### config.mk
export PLATFORM = sky130hd
export DESIGN_NAME = bounded_deque_with_search_core_flat
export DESIGN_NICKNAME = d
export VERILOG_FILES = /design/src/rtl/bdqs_pkg.sv /design/src/rtl/bdqs_cmd_if.sv /design/src/rtl/bdqs_rsp_if.sv /design/src/rtl/bdqs_ram.sv /design/src/rtl/bdqs_ctrl.sv /design/src/rtl/bounded_deque_with_search_core.sv /design/src/flat_wrapper.sv
export SDC_FILE = /design/constraint.sdc
export NUM_CORES = 2
export LEC_CHECK = 0
export ABC_CLOCK_PERIOD_IN_PS = 7250
export BUFFER_PORTS_ARGS = -buffer_cell sky130_fd_sc_hd__buf_2
export CORE_MARGIN = 4
export CORE_UTILIZATION = 45
export CTS_CLUSTER_SIZE = 24
export DETAILED_ROUTE_END_ITERATION = 6
export HOLD_SLACK_MARGIN = 0.15
export SYNTH_ARGS = -nofsm -noshare
export SYNTH_HDL_FRONTEND = slang
export SYNTH_HIERARCHICAL = 1
export SYNTH_SLANG_ARGS = --single-unit
### constraint.sdc
create_clock -name clk -period 7.25 [get_ports clk]
set_clock_uncertainty 0.2 [all_clocks]
set_input_delay 0.725 -clock clk [delete_from_list [all_inputs] [get_ports clk]]
set_output_delay 0.725 -clock clk [all_outputs]
set_load 0.005 [all_outputs]
### src/rtl/bdqs_pkg.sv
// shared constants, codes and result type of the bounded deque with search
package bdqs_pkg;

    localparam int DEPTH_DEFAULT = 64;

    localparam int OP_W     = 3;
    localparam int VALUE_W  = 32;
    localparam int STATUS_W = 2;
    localparam int POS_W    = 6;
    localparam int LEN_W    = 7;

    localparam logic [OP_W-1:0] OP_PUSH_FRONT = 3'd0;
    localparam logic [OP_W-1:0] OP_PUSH_BACK  = 3'd1;
    localparam logic [OP_W-1:0] OP_POP_FRONT  = 3'd2;
    localparam logic [OP_W-1:0] OP_POP_BACK   = 3'd3;
    localparam logic [OP_W-1:0] OP_FIND       = 3'd4;

    localparam logic [STATUS_W-1:0] STATUS_DONE  = 2'd0;
    localparam logic [STATUS_W-1:0] STATUS_FULL  = 2'd1;
    localparam logic [STATUS_W-1:0] STATUS_EMPTY = 2'd2;

    typedef struct packed {
        logic [STATUS_W-1:0] status;
        logic                found;
        logic [POS_W-1:0]    position;
        logic [LEN_W-1:0]    length;
    } result_t;

endpackage

### src/rtl/bdqs_cmd_if.sv
// command channel: operation and value words with valid/ready
interface bdqs_cmd_if;

    logic                                valid;
    logic                                ready;
    logic [bdqs_pkg::OP_W-1:0]           operation;
    logic signed [bdqs_pkg::VALUE_W-1:0] value;

    modport source (output valid, output operation, output value, input ready);
    modport sink   (input valid, input operation, input value, output ready);

endinterface

### src/rtl/bdqs_rsp_if.sv
// response channel: status, find result and length words with valid/ready
interface bdqs_rsp_if;

    logic                            valid;
    logic                            ready;
    logic [bdqs_pkg::STATUS_W-1:0]   status;
    logic                            found;
    logic [bdqs_pkg::POS_W-1:0]      position;
    logic [bdqs_pkg::LEN_W-1:0]      length;

    modport source (output valid, output status, output found, output position,
                    output length, input ready);
    modport sink   (input valid, input status, input found, input position,
                    input length, output ready);

endinterface

### src/rtl/bdqs_ram.sv
// ring storage: one write port, one read port with registered read data
module bdqs_ram #(
    parameter int DEPTH = bdqs_pkg::DEPTH_DEFAULT,
    localparam int IW = $clog2(DEPTH)
) (
    input  logic                              clk,
    input  logic                              we,
    input  logic [IW-1:0]                     waddr,
    input  logic [bdqs_pkg::VALUE_W-1:0]      wdata,
    input  logic                              re,
    input  logic [IW-1:0]                     raddr,
    output logic [bdqs_pkg::VALUE_W-1:0]      rdata
);

    logic [bdqs_pkg::VALUE_W-1:0] mem [DEPTH];
    logic [bdqs_pkg::VALUE_W-1:0] rdata_reg;

    always_ff @(posedge clk)
    begin
        if (we)
        begin
            mem[waddr] <= wdata;
        end
        if (re)
        begin
            rdata_reg <= mem[raddr];
        end
    end

    assign rdata = rdata_reg;

endmodule

### src/rtl/bdqs_ctrl.sv
// sequencer: ring pointers, push/pop updates and the find walk over the ring
module bdqs_ctrl #(
    parameter int DEPTH = bdqs_pkg::DEPTH_DEFAULT,
    localparam int IW = $clog2(DEPTH),
    localparam int CW = $clog2(DEPTH + 1)
) (
    input  logic                          clk,
    input  logic                          rst_n,
    bdqs_cmd_if.sink                      cmd,
    output bdqs_pkg::result_t             res,
    output logic                          res_valid,
    input  logic                          res_ready,
    output logic                          we,
    output logic [IW-1:0]                 waddr,
    output logic [bdqs_pkg::VALUE_W-1:0]  wdata,
    output logic                          re,
    output logic [IW-1:0]                 raddr,
    input  logic [bdqs_pkg::VALUE_W-1:0]  rdata
);

    typedef enum logic [1:0] {S_IDLE, S_EXEC, S_SEARCH, S_REPORT} state_t;

    localparam logic [IW-1:0] LAST_SLOT  = IW'(DEPTH - 1);
    localparam logic [CW-1:0] FULL_COUNT = CW'(DEPTH);
    localparam logic [IW:0]   RING_SIZE  = (IW + 1)'(DEPTH);

    state_t                        state_reg, state_next;
    logic [IW-1:0]                 front_reg, front_next;
    logic [CW-1:0]                 count_reg, count_next;
    logic                          rd_valid_reg, rd_valid_next;
    logic [bdqs_pkg::OP_W-1:0]     op_reg, op_next;
    logic [bdqs_pkg::VALUE_W-1:0]  value_reg, value_next;
    bdqs_pkg::result_t             res_reg, res_next;
    logic [IW-1:0]                 slot_reg, slot_next;
    logic [CW-1:0]                 issue_reg, issue_next;
    logic [IW-1:0]                 rd_off_reg, rd_off_next;

    logic [IW-1:0]                 front_dec;
    logic [IW-1:0]                 front_inc;
    logic [IW-1:0]                 slot_inc;
    logic [IW:0]                   back_sum;
    logic [IW-1:0]                 back_slot;
    logic [CW-1:0]                 count_inc;
    logic [CW-1:0]                 count_dec;

    assign front_dec = (front_reg == '0) ? LAST_SLOT : front_reg - IW'(1);
    assign front_inc = (front_reg == LAST_SLOT) ? '0 : front_reg + IW'(1);
    assign slot_inc  = (slot_reg == LAST_SLOT) ? '0 : slot_reg + IW'(1);
    // back slot is front + count, wrapped once; count is below DEPTH here
    assign back_sum  = (IW + 1)'(front_reg) + (IW + 1)'(IW'(count_reg));
    assign back_slot = (back_sum >= RING_SIZE) ? IW'(back_sum - RING_SIZE) : IW'(back_sum);
    assign count_inc = count_reg + CW'(1);
    assign count_dec = count_reg - CW'(1);

    always_comb
    begin
        state_next    = state_reg;
        front_next    = front_reg;
        count_next    = count_reg;
        rd_valid_next = 1'b0;
        op_next       = op_reg;
        value_next    = value_reg;
        res_next      = res_reg;
        slot_next     = slot_reg;
        issue_next    = issue_reg;
        rd_off_next   = rd_off_reg;
        we            = 1'b0;
        waddr         = front_dec;
        wdata         = value_reg;
        re            = 1'b0;
        raddr         = slot_reg;
        cmd.ready     = (state_reg == S_IDLE);
        res_valid     = (state_reg == S_REPORT);

        case (state_reg)
            S_IDLE:
            begin
                if (cmd.valid)
                begin
                    op_next    = cmd.operation;
                    value_next = cmd.value;
                    state_next = S_EXEC;
                end
            end
            S_EXEC:
            begin
                res_next.status   = bdqs_pkg::STATUS_DONE;
                res_next.found    = 1'b0;
                res_next.position = '0;
                res_next.length   = bdqs_pkg::LEN_W'(count_reg);
                state_next        = S_REPORT;
                case (op_reg)
                    bdqs_pkg::OP_PUSH_FRONT:
                    begin
                        if (count_reg == FULL_COUNT)
                        begin
                            res_next.status = bdqs_pkg::STATUS_FULL;
                        end
                        else
                        begin
                            we              = 1'b1;
                            waddr           = front_dec;
                            front_next      = front_dec;
                            count_next      = count_inc;
                            res_next.length = bdqs_pkg::LEN_W'(count_inc);
                        end
                    end
                    bdqs_pkg::OP_PUSH_BACK:
                    begin
                        if (count_reg == FULL_COUNT)
                        begin
                            res_next.status = bdqs_pkg::STATUS_FULL;
                        end
                        else
                        begin
                            we              = 1'b1;
                            waddr           = back_slot;
                            count_next      = count_inc;
                            res_next.length = bdqs_pkg::LEN_W'(count_inc);
                        end
                    end
                    bdqs_pkg::OP_POP_FRONT:
                    begin
                        if (count_reg == '0)
                        begin
                            res_next.status = bdqs_pkg::STATUS_EMPTY;
                        end
                        else
                        begin
                            front_next      = front_inc;
                            count_next      = count_dec;
                            res_next.length = bdqs_pkg::LEN_W'(count_dec);
                        end
                    end
                    bdqs_pkg::OP_POP_BACK:
                    begin
                        if (count_reg == '0)
                        begin
                            res_next.status = bdqs_pkg::STATUS_EMPTY;
                        end
                        else
                        begin
                            count_next      = count_dec;
                            res_next.length = bdqs_pkg::LEN_W'(count_dec);
                        end
                    end
                    bdqs_pkg::OP_FIND:
                    begin
                        if (count_reg != '0)
                        begin
                            // first read goes out at the front slot
                            re            = 1'b1;
                            raddr         = front_reg;
                            rd_valid_next = 1'b1;
                            rd_off_next   = '0;
                            issue_next    = CW'(1);
                            slot_next     = front_inc;
                            state_next    = S_SEARCH;
                        end
                    end
                    default:
                    begin
                    end
                endcase
            end
            S_SEARCH:
            begin
                if (rd_valid_reg && (rdata == value_reg))
                begin
                    res_next.found    = 1'b1;
                    res_next.position = bdqs_pkg::POS_W'(rd_off_reg);
                    state_next        = S_REPORT;
                end
                else if (rd_valid_reg && ((CW'(rd_off_reg) + CW'(1)) == count_reg))
                begin
                    state_next = S_REPORT;
                end
                else if (issue_reg < count_reg)
                begin
                    // keep one read in flight per cycle while comparing the last
                    re            = 1'b1;
                    raddr         = slot_reg;
                    rd_valid_next = 1'b1;
                    rd_off_next   = IW'(issue_reg);
                    issue_next    = issue_reg + CW'(1);
                    slot_next     = slot_inc;
                end
            end
            S_REPORT:
            begin
                if (res_ready)
                begin
                    state_next = S_IDLE;
                end
            end
            default:
            begin
                state_next = S_IDLE;
            end
        endcase
    end

    always_ff @(posedge clk or negedge rst_n)
    begin
        if (!rst_n)
        begin
            state_reg    <= S_IDLE;
            front_reg    <= '0;
            count_reg    <= '0;
            rd_valid_reg <= 1'b0;
        end
        else
        begin
            state_reg    <= state_next;
            front_reg    <= front_next;
            count_reg    <= count_next;
            rd_valid_reg <= rd_valid_next;
        end
    end

    always_ff @(posedge clk)
    begin
        op_reg     <= op_next;
        value_reg  <= value_next;
        res_reg    <= res_next;
        slot_reg   <= slot_next;
        issue_reg  <= issue_next;
        rd_off_reg <= rd_off_next;
    end

    assign res = res_reg;

endmodule

### src/rtl/bounded_deque_with_search_core.sv
// Bounded double-ended queue of signed 32-bit words with search, kept in a
// ring of DEPTH entries in one synchronous memory. One command is worked at
// a time: a push or pop goes from acceptance through an execute state to a
// report state, from which its result word enters the output register once
// that register is free, and a find walks the entries from the front until
// the first match (at most the current length), as the ring is read one
// entry per cycle through the single read port with registered read data.
// The output register lets the next command be accepted while the previous
// result still waits. Storage is not cleared at reset; only occupied entries
// are ever read.
module bounded_deque_with_search_core #(
    parameter int DEPTH = bdqs_pkg::DEPTH_DEFAULT,
    localparam int IW = $clog2(DEPTH)
) (
    input  logic        clk,
    input  logic        rst_n,
    bdqs_cmd_if.sink    cmd,
    bdqs_rsp_if.source  rsp
);

    bdqs_pkg::result_t            res;
    logic                         res_valid;
    logic                         res_ready;
    logic                         we;
    logic [IW-1:0]                waddr;
    logic [bdqs_pkg::VALUE_W-1:0] wdata;
    logic                         re;
    logic [IW-1:0]                raddr;
    logic [bdqs_pkg::VALUE_W-1:0] rdata;

    logic                         out_valid_reg, out_valid_next;
    bdqs_pkg::result_t            out_res_reg, out_res_next;

    bdqs_ram #(
        .DEPTH (DEPTH)
    ) u_ram (
        .clk   (clk),
        .we    (we),
        .waddr (waddr),
        .wdata (wdata),
        .re    (re),
        .raddr (raddr),
        .rdata (rdata)
    );

    bdqs_ctrl #(
        .DEPTH (DEPTH)
    ) u_ctrl (
        .clk       (clk),
        .rst_n     (rst_n),
        .cmd       (cmd),
        .res       (res),
        .res_valid (res_valid),
        .res_ready (res_ready),
        .we        (we),
        .waddr     (waddr),
        .wdata     (wdata),
        .re        (re),
        .raddr     (raddr),
        .rdata     (rdata)
    );

    // output register is free when empty or being drained this cycle
    assign res_ready = !out_valid_reg || rsp.ready;

    always_comb
    begin
        out_valid_next = out_valid_reg;
        out_res_next   = out_res_reg;
        if (res_valid && res_ready)
        begin
            out_valid_next = 1'b1;
            out_res_next   = res;
        end
        else if (rsp.ready)
        begin
            out_valid_next = 1'b0;
        end
    end

    always_ff @(posedge clk or negedge rst_n)
    begin
        if (!rst_n)
        begin
            out_valid_reg <= 1'b0;
        end
        else
        begin
            out_valid_reg <= out_valid_next;
        end
    end

    always_ff @(posedge clk)
    begin
        out_res_reg <= out_res_next;
    end

    assign rsp.valid    = out_valid_reg;
    assign rsp.status   = out_res_reg.status;
    assign rsp.found    = out_res_reg.found;
    assign rsp.position = out_res_reg.position;
    assign rsp.length   = out_res_reg.length;

    a_one_cmd_at_a_time: assert property (
        @(posedge clk) disable iff (!rst_n)
        cmd.valid && cmd.ready |=> !cmd.ready
    ) else $error("command accepted while another is in progress");

    a_miss_has_no_position: assert property (
        @(posedge clk) disable iff (!rst_n)
        rsp.valid && !rsp.found |-> rsp.position == '0
    ) else $error("position set on a result without a match");

    a_flagged_not_found: assert property (
        @(posedge clk) disable iff (!rst_n)
        rsp.valid && (rsp.status == bdqs_pkg::STATUS_FULL ||
                      rsp.status == bdqs_pkg::STATUS_EMPTY) |-> !rsp.found
    ) else $error("full or empty status together with a match");

    a_result_lands: assert property (
        @(posedge clk) disable iff (!rst_n)
        res_valid && res_ready |=> rsp.valid && rsp.length == $past(res.length)
    ) else $error("result word lost on the way to the output register");

endmodule

### src/flat_wrapper.sv
// flat-port wrapper written by rule: the top's interface ports become plain ports
module bounded_deque_with_search_core_flat 
#(
    parameter int DEPTH = bdqs_pkg::DEPTH_DEFAULT,
    localparam int IW = $clog2(DEPTH)
)
  (clk, rst_n, cmd_valid, cmd_operation, cmd_value, cmd_ready, rsp_valid, rsp_status, rsp_found, rsp_position, rsp_length, rsp_ready);
  bdqs_cmd_if cmd_i ();
  bdqs_rsp_if rsp_i ();
  input  logic clk;
  input  logic rst_n;
  input wire logic [$bits(cmd_i.valid)-1:0] cmd_valid;
  input wire logic [$bits(cmd_i.operation)-1:0] cmd_operation;
  input wire logic [$bits(cmd_i.value)-1:0] cmd_value;
  output wire logic [$bits(cmd_i.ready)-1:0] cmd_ready;
  output wire logic [$bits(rsp_i.valid)-1:0] rsp_valid;
  output wire logic [$bits(rsp_i.status)-1:0] rsp_status;
  output wire logic [$bits(rsp_i.found)-1:0] rsp_found;
  output wire logic [$bits(rsp_i.position)-1:0] rsp_position;
  output wire logic [$bits(rsp_i.length)-1:0] rsp_length;
  input wire logic [$bits(rsp_i.ready)-1:0] rsp_ready;
  assign cmd_i.valid = cmd_valid;
  assign cmd_i.operation = cmd_operation;
  assign cmd_i.value = cmd_value;
  assign cmd_ready = cmd_i.ready;
  assign rsp_valid = rsp_i.valid;
  assign rsp_status = rsp_i.status;
  assign rsp_found = rsp_i.found;
  assign rsp_position = rsp_i.position;
  assign rsp_length = rsp_i.length;
  assign rsp_i.ready = rsp_ready;
  bounded_deque_with_search_core #(.DEPTH(DEPTH)) u_core (.clk(clk), .rst_n(rst_n), .cmd(cmd_i), .rsp(rsp_i));
endmodule
Word-level counts from Yosys, hierarchy flattened
Memories as Yosys holds them, arrays and structs flattened. A register that Yosys moved wholly into a read port is not among the register bits. Index checks and enable logic that the tools add are counted.

Register bits: 103. Latch bits: 0. RAM bits: 2048. Memory bits (read-only): 0. Input bits: 39. Output and inout bits: 18. Word-level logic and storage cells: 132. Memories: 1.

Add/subtract/negate cells: 9. Multipliers: 0. Div/mod/pow operators: 0. Magnitude comparators: 2. Eq/ne operators: 23. Shift-type cells: 0. Muxes and demuxes: 59. Bitwise logic cells: 0. Reduce and logical (&&, ||, !) cells: 20.

Memory list: u_core.u_ram.mem (depth 64, width 32, read ports 1, clocked after memory_dff 1, write ports 1, line bdqs_ram.sv:15) `logic [bdqs_pkg::VALUE_W-1:0] mem [DEPTH];`.

Operator list (count): $mux 6 (22); $mux 7 (8); $pmux 7 s2 (3); $pmux 6 s2 (3); $eq 32x32->1 (1); $ne 2x2->1 const B (9); $mux 1 (15); $add 7x1->7 const B (2); $add 6x1->6 const B (2); $eq 6x6->1 const B (2); $sub 6x1->6 const B (2); $mux 2 (5); $pmux 2 s4 (1); $add 6x1->7 const B (1); $add 6x6->7 (1); $eq 7x7->1 (1); $eq 7x7->1 const B (1); $ge 7x7->1 const B (1); $logic_not 7->1 (1); $lt 7x7->1 (1); $reduce_bool 7->1 (1); $sub 7x1->7 const B (1); $eq 3x2->1 const B (2); $logic_not 6->1 (1); other kinds (19) (26).

Depth between registers and ports, before layout
Word-level depth: 6. Depth in mapped cells: 18. Gate-level depth less buffers: 13.

Cells and area by module
Netlist, hierarchy kept.

Modules (own cells, without submodules): bdqs_ram (instances 1, cells each 3504, area an instance 79268.5 um2, sequential area each 62459.9 um2); bdqs_ctrl (instances 1, cells each 449, area an instance 4948.5 um2, sequential area each 2502.4 um2); bounded_deque_with_search_core (instances 1, cells each 20, area an instance 534.3 um2, sequential area each 505.5 um2).

Least setup slack after synthesis
OpenSTA, ideal clock, no wires.

Kind: register to register. From: reg u_core.u_ctrl.count_reg[1]. To: mem u_core/u_ram/mem[33][0] (netlist name), enable pin. Library setup time: 0.461 ns. Arrival: 4.807 ns. Data required time: 6.589 ns. Path slack: 1.782 ns. Stages on the path, launching flop included: 12. Path buffers: 1. Clock period less this slack: 5.468 ns. Path through: dfrtp_1 > inv_1 > ha_1 > or3b_4 > o41ai_2 > nor2_1 > nand2_1 > buf_2 > nor2_1 > a31oi_1 > nand4_1 > nor3_1.

Word-level cells in the longest chain between the ends: 6. Elaborated cells between the ends (all ways): 13. Those cells by class: add/sub: 2; order compare: 1; eq/ne: 1; mux: 9.

Ends and longest elaborated chain: from (decl) (line bdqs_ctrl.sv:29) `logic [CW-1:0] count_reg, count_next;`; from (signal assigned) (line bdqs_ctrl.sv:216) `count_reg <= count_next;`; $eq 7x7->1 (line bdqs_ctrl.sv:95, bdqs_ctrl.sv:110); $mux 1 (line bdqs_ctrl.sv:95, bdqs_ctrl.sv:110); $mux 1; $mux 1 (line bdqs_ctrl.sv:75) `case (state_reg)`; via u_core.we (line bounded_deque_with_search_core.sv:24) `logic we;`; $mux 1 (line bdqs_ram.sv:20) `if (we)`; $mux 1 (not written as such) (line bdqs_ram.sv:22) `mem[waddr] <= wdata;`; to (decl) (line bdqs_ram.sv:15).

The timed path passes the listed nets, and every way through them passes these cells.

Worst setup path after layout
From: reg u_core.u_ctrl.count_reg[1]. To: reg u_core.u_ram.rdata_reg (netlist bit u_core/u_ram/rdata[19]), read port of u_core.u_ram.mem (data pin).

Elaborated cells between the ends (all ways): 13. Those cells by class: order compare: 1; eq/ne: 1; mux: 9; reduce/logical: 2.

RTL lines: $reduce_bool 7->1 (line bdqs_ctrl.sv:149) `if (count_reg != '0)`; $mux 6 (line bdqs_ctrl.sv:149); $mux 6 (line bdqs_ctrl.sv:92) `case (op_reg)`; $mux 6; via u_core.raddr[2] (line bounded_deque_with_search_core.sv:28) `logic [IW-1:0] raddr;`; to (decl) (line bdqs_ram.sv:16) `logic [bdqs_pkg::VALUE_W-1:0] rdata_reg;`.

The timed path passes the listed nets, and every way through them passes these cells. A chain may end at the register's enable or synchronous reset.

==> impl_summary.log <==
[metrics] fin worst setup slack: 1.141 ns
[metrics] violated checks: max-capacitance violations, max-slew violations
[metrics] destination of the worst hold path: u_core/rsp.found$_DFFE_PP_
[metrics] worst-path fanout max: 55
[metrics] Setup Slack @ Placement: 1.209 ns
[metrics] share of the core filled with cells: 51.41%
[metrics] normalized max-slew margin: -2.100%
[metrics] Crit path arrival time: 6.62 ns
[metrics] Final Non-Filler Cells: 6954
[metrics] CTS Buffer Depth: 3
[metrics] quantity of I/O buffers inserted on ports: 56
[metrics] Achievable Freq: 0.1637 GHz
[metrics] Max-cap violations: 1
[metrics] summed instance area of the synthesized netlist: 0.08475 mm^2
[metrics] weighted congestion at the end of routability-driven global placement: 0.8455
[metrics] number of instances in the synthesized netlist: 3973
[metrics] drt first-iter violations: 5133
[metrics] maximum number of pins on one net before global-route repair: 90
[metrics] most frequently used flop master after synthesis: sky130_fd_sc_hd__edfxtp_1
[metrics] count of pins over their slew limit: 2
[metrics] Die Ht: 442.0 um
[metrics] nets: 4335
[metrics] number of global-route vias before repair: 41780
[metrics] unrepaired setup endpoints after global routing: false
[metrics] buffer type at the clock tree root: sky130_fd_sc_hd__clkbuf_16
[metrics] register bit total from synthesis: 2183
[metrics] gr ovfl total: 0
[metrics] worst hold margin: 0.2138 ns
[metrics] clock tree from TritonCTS: done
[metrics] outcome: complete, but fails checks
[metrics] Worst Setup Path Type: flop to flop
[metrics] Die Wd: 442.0 um
[metrics] clock insertion delay at the later pin of the skew report: 0.85 ns
[metrics] peak supply drop: 0.0003333 V
[metrics] core outline area: 0.1876 mm^2
[metrics] share of the yosys chip area belonging to registers: 77.25%
[metrics] shortest clock period the worst path allows after layout: 6.109 ns
[metrics] first drt pass iteration count: 6
[metrics] final-report hold violation count: 0
[metrics] Hold Crit Start: u_core/u_ctrl/res[13]$_SDFFCE_PN0P_
[metrics] number of clock sinks: 2183
[metrics] Total Routing Usage GR: 22.89%
[metrics] starting density of the core: 45.18%
[metrics] final WL: 225.9 mm
[metrics] antenna viol nets, final: 0
[metrics] number of buffers created by CTS: 216
[metrics] Post-Syn Area per Cell: 21.33 um^2
[metrics] clock input transition at the sequential cells of the worst setup and hold paths: 0.06 ns
[metrics] Yosys warnings: 6
[metrics] leakage power: 30.52 nW
[metrics] R2R Path End: u_core/u_ram/rdata[19]$_DFFE_PP_
[metrics] drc violations: 0
[metrics] nature of the critical path endpoint: flop
[metrics] power density cells: 396.9 mW/mm^2
[metrics] max reg flops: 2048
[metrics] net count of the mapped netlist: 4036
[metrics] Synth-to-Final Area Change: 13.79%
[metrics] Data required, critical path: 7.76 ns
[metrics] total half-perimeter wirelength after legalization and detailed placement: 131.2 mm
[metrics] total negative slack for setup checks: 0 ns
[metrics] detailed-route vias per instance: 6.113
[metrics] placed cells: 6511
[metrics] r2r startpoint: u_core/u_ctrl/count_reg[1]$_DFFE_PN0P_
[metrics] worst-case reg-to-reg path depth: 12
[metrics] critical path launch point type: flop
[metrics] post-synthesis async set-or-reset flop share: 0.7787%
[metrics] setup slack of the worst register-to-register path: 1.14 ns
[metrics] Vias: 42510
[metrics] final setup vio count: 0
[metrics] Post-synth EDFFs: 2166
[metrics] number of cells on the worst hold path: 0
[metrics] Die Outline Area: 0.1953 mm^2
[metrics] measured slew at the worst slew-check pin: 1.515 ns
[metrics] share of cells above drive strength 1: 25.80%
[metrics] Wirelength per Cell: 32.49 um
[metrics] worst hold path type: flop to flop
[metrics] first-pass GRT wire length: 320.4 mm
[metrics] post-synth cell types: 78
[metrics] initial antenna violation count: 10
[metrics] number of placement rows: 159
[metrics] final cycle utilization of the critical path: 84.26%
[metrics] Max H-tree Level: 4
[metrics] Top-Level Pins: 57
[cell families after synthesis]
family                     share of synthesized area [%]
DFF                                                77.25
muxes                                              14.33
AOI/OAI and AO/OA                                  3.580
and+or+nand+nor                                    2.245
buffers and inverters                              1.621
xor gates and xnor gates                          0.6097
adders and majority gates                         0.3632
[critical path, cell delays in order, from the launching register on]
cell	delay, ns
sky130_fd_sc_hd__dfrtp_1	0.49
sky130_fd_sc_hd__inv_1	0.18
sky130_fd_sc_hd__ha_1	0.21
sky130_fd_sc_hd__or3b_4	0.44
sky130_fd_sc_hd__nor4_4	0.36
sky130_fd_sc_hd__nor3_1	0.12
sky130_fd_sc_hd__nand2_1	0.55
sky130_fd_sc_hd__mux2_8	0.69
sky130_fd_sc_hd__buf_4	0.67
sky130_fd_sc_hd__mux4_2	0.33
sky130_fd_sc_hd__o221ai_1	0.11
sky130_fd_sc_hd__o21ai_0	1.19
sky130_fd_sc_hd__and3_1	0.31
[cells in the final DEF (no fill, tap or decap), drive strengths merged, types with 38 or more instances in the layout]
cell and n:
clkinv 112, dlygate4sd3 38, a21oi 68, nand3 61, a22oi 123, edfxtp 2166, clkbuf 260, xnor2 43
o22ai 40, o21ai 59, nor2 108, buf 261, nand2 75, mux4 448, mux2i 167
[synthesized netlist by cell type (11+ instances only)]
cell type                     n  area (um^2)
sky130_fd_sc_hd__and2_1      29        181.4
sky130_fd_sc_hd__a221oi_1    20        175.2
sky130_fd_sc_hd__xor2_1      16        140.1
sky130_fd_sc_hd__nor2b_1     18        112.6
sky130_fd_sc_hd__mux2i_1    167         1672
sky130_fd_sc_hd__dfrtp_1     17        425.4
sky130_fd_sc_hd__edfxtp_1  2166        65040
sky130_fd_sc_hd__nor2_1     107        401.6
sky130_fd_sc_hd__ha_1        23        287.8
sky130_fd_sc_hd__o21ai_0     59        295.3
sky130_fd_sc_hd__nor3_1      16        80.08
sky130_fd_sc_hd__a31oi_1     25        156.4
sky130_fd_sc_hd__buf_6       24        270.3
sky130_fd_sc_hd__a22o_1      16        140.1
sky130_fd_sc_hd__nand2_1     75        281.5
sky130_fd_sc_hd__inv_1       24        90.09
sky130_fd_sc_hd__a211oi_1    12        90.09
sky130_fd_sc_hd__a21oi_1     67        335.3
sky130_fd_sc_hd__o22ai_1     40        250.2
sky130_fd_sc_hd__nand2b_1    12        75.07
sky130_fd_sc_hd__buf_2       64        320.3
sky130_fd_sc_hd__mux4_2     448        10090
sky130_fd_sc_hd__mux2_2      33        371.6
sky130_fd_sc_hd__o41ai_1     13        113.9
sky130_fd_sc_hd__and3_1      16        100.1
sky130_fd_sc_hd__clkbuf_1    76        285.3
sky130_fd_sc_hd__nand4_1     11        68.82
sky130_fd_sc_hd__o221ai_1    18        157.7
sky130_fd_sc_hd__buf_4       41        307.8
sky130_fd_sc_hd__nand3_1     61        305.3
sky130_fd_sc_hd__a22oi_1    123        923.4
sky130_fd_sc_hd__xnor2_1     43        376.6
[what timing repair did]
item	in CTS	in global routing
resized for setup	0	0
buffers inserted	0	0
hold buffers	38	0
hold endpoints to repair	53	0
[power breakdown]
part	total, W	internal [W]	switching [W]
Sequential	0.0152	0.0148	0.000343
Combinational	0.0124	0.00466	0.00771
Clock	0.0107	0.00594	0.00479
[worst max-delay path by stage]
stage	slack [ns]	endpoint	from	depth (start not counted)
6_report	1.14	u_core/u_ram/rdata[19]$_DFFE_PP_	u_core/u_ctrl/count_reg[1]$_DFFE_PN0P_	12
2_1_floorplan	1.78	u_core/u_ram/mem[33][0]$_DFFE_PP_	u_core/u_ctrl/count_reg[1]$_DFFE_PN0P_	11
5_1_grt	0.87	u_core/u_ram/rdata[6]$_DFFE_PP_	u_core/u_ctrl/count_reg[1]$_DFFE_PN0P_	15
3_5_place_dp	1.21	u_core/u_ram/rdata[24]$_DFFE_PP_	u_core/u_ctrl/count_reg[1]$_DFFE_PN0P_	13
4_1_cts	1.18	u_core/u_ram/rdata[24]$_DFFE_PP_	u_core/u_ctrl/count_reg[1]$_DFFE_PN0P_	13
3_3_place_gp	1.12	u_core/u_ram/rdata[3]$_DFFE_PP_	u_core/u_ctrl/count_reg[1]$_DFFE_PN0P_	12
[cell type report]
cell class | instances | area, um^2
diodes | 6 | 15.01
clock buffers | 260 | 5620
clock inverters | 139 | 1165
fillers | 14610 | 91160
inverters | 24 | 90.09
multi-input cells | 1548 | 18510
flip-flops and latches | 2183 | 65470
well taps | 2495 | 3122
repair buffers | 299 | 2450
[layer usage]
metal | vias to the layer above | part of all wire [%] | global-route usage [%]
met1 | 22860 | 41 | 33.21
met3 | 351 | 8.2 | 3.605
met4 | 0 | 3.2 | 7.089
li1 | 17300 | - | -
met2 | 1999 | 48 | 36.07
met5 | - | 0 | 0
[through the flow]
stage	cell area (um^2)	total power, W
after global placement	89250	0.02775
final	96440	0.03827
after CTS	96420	0.03852
after detailed placement	89260	0.02782
after global routing	96420	0.03967
after floorplan	84750	0.02306
Power figures use the tool's default switching activity.
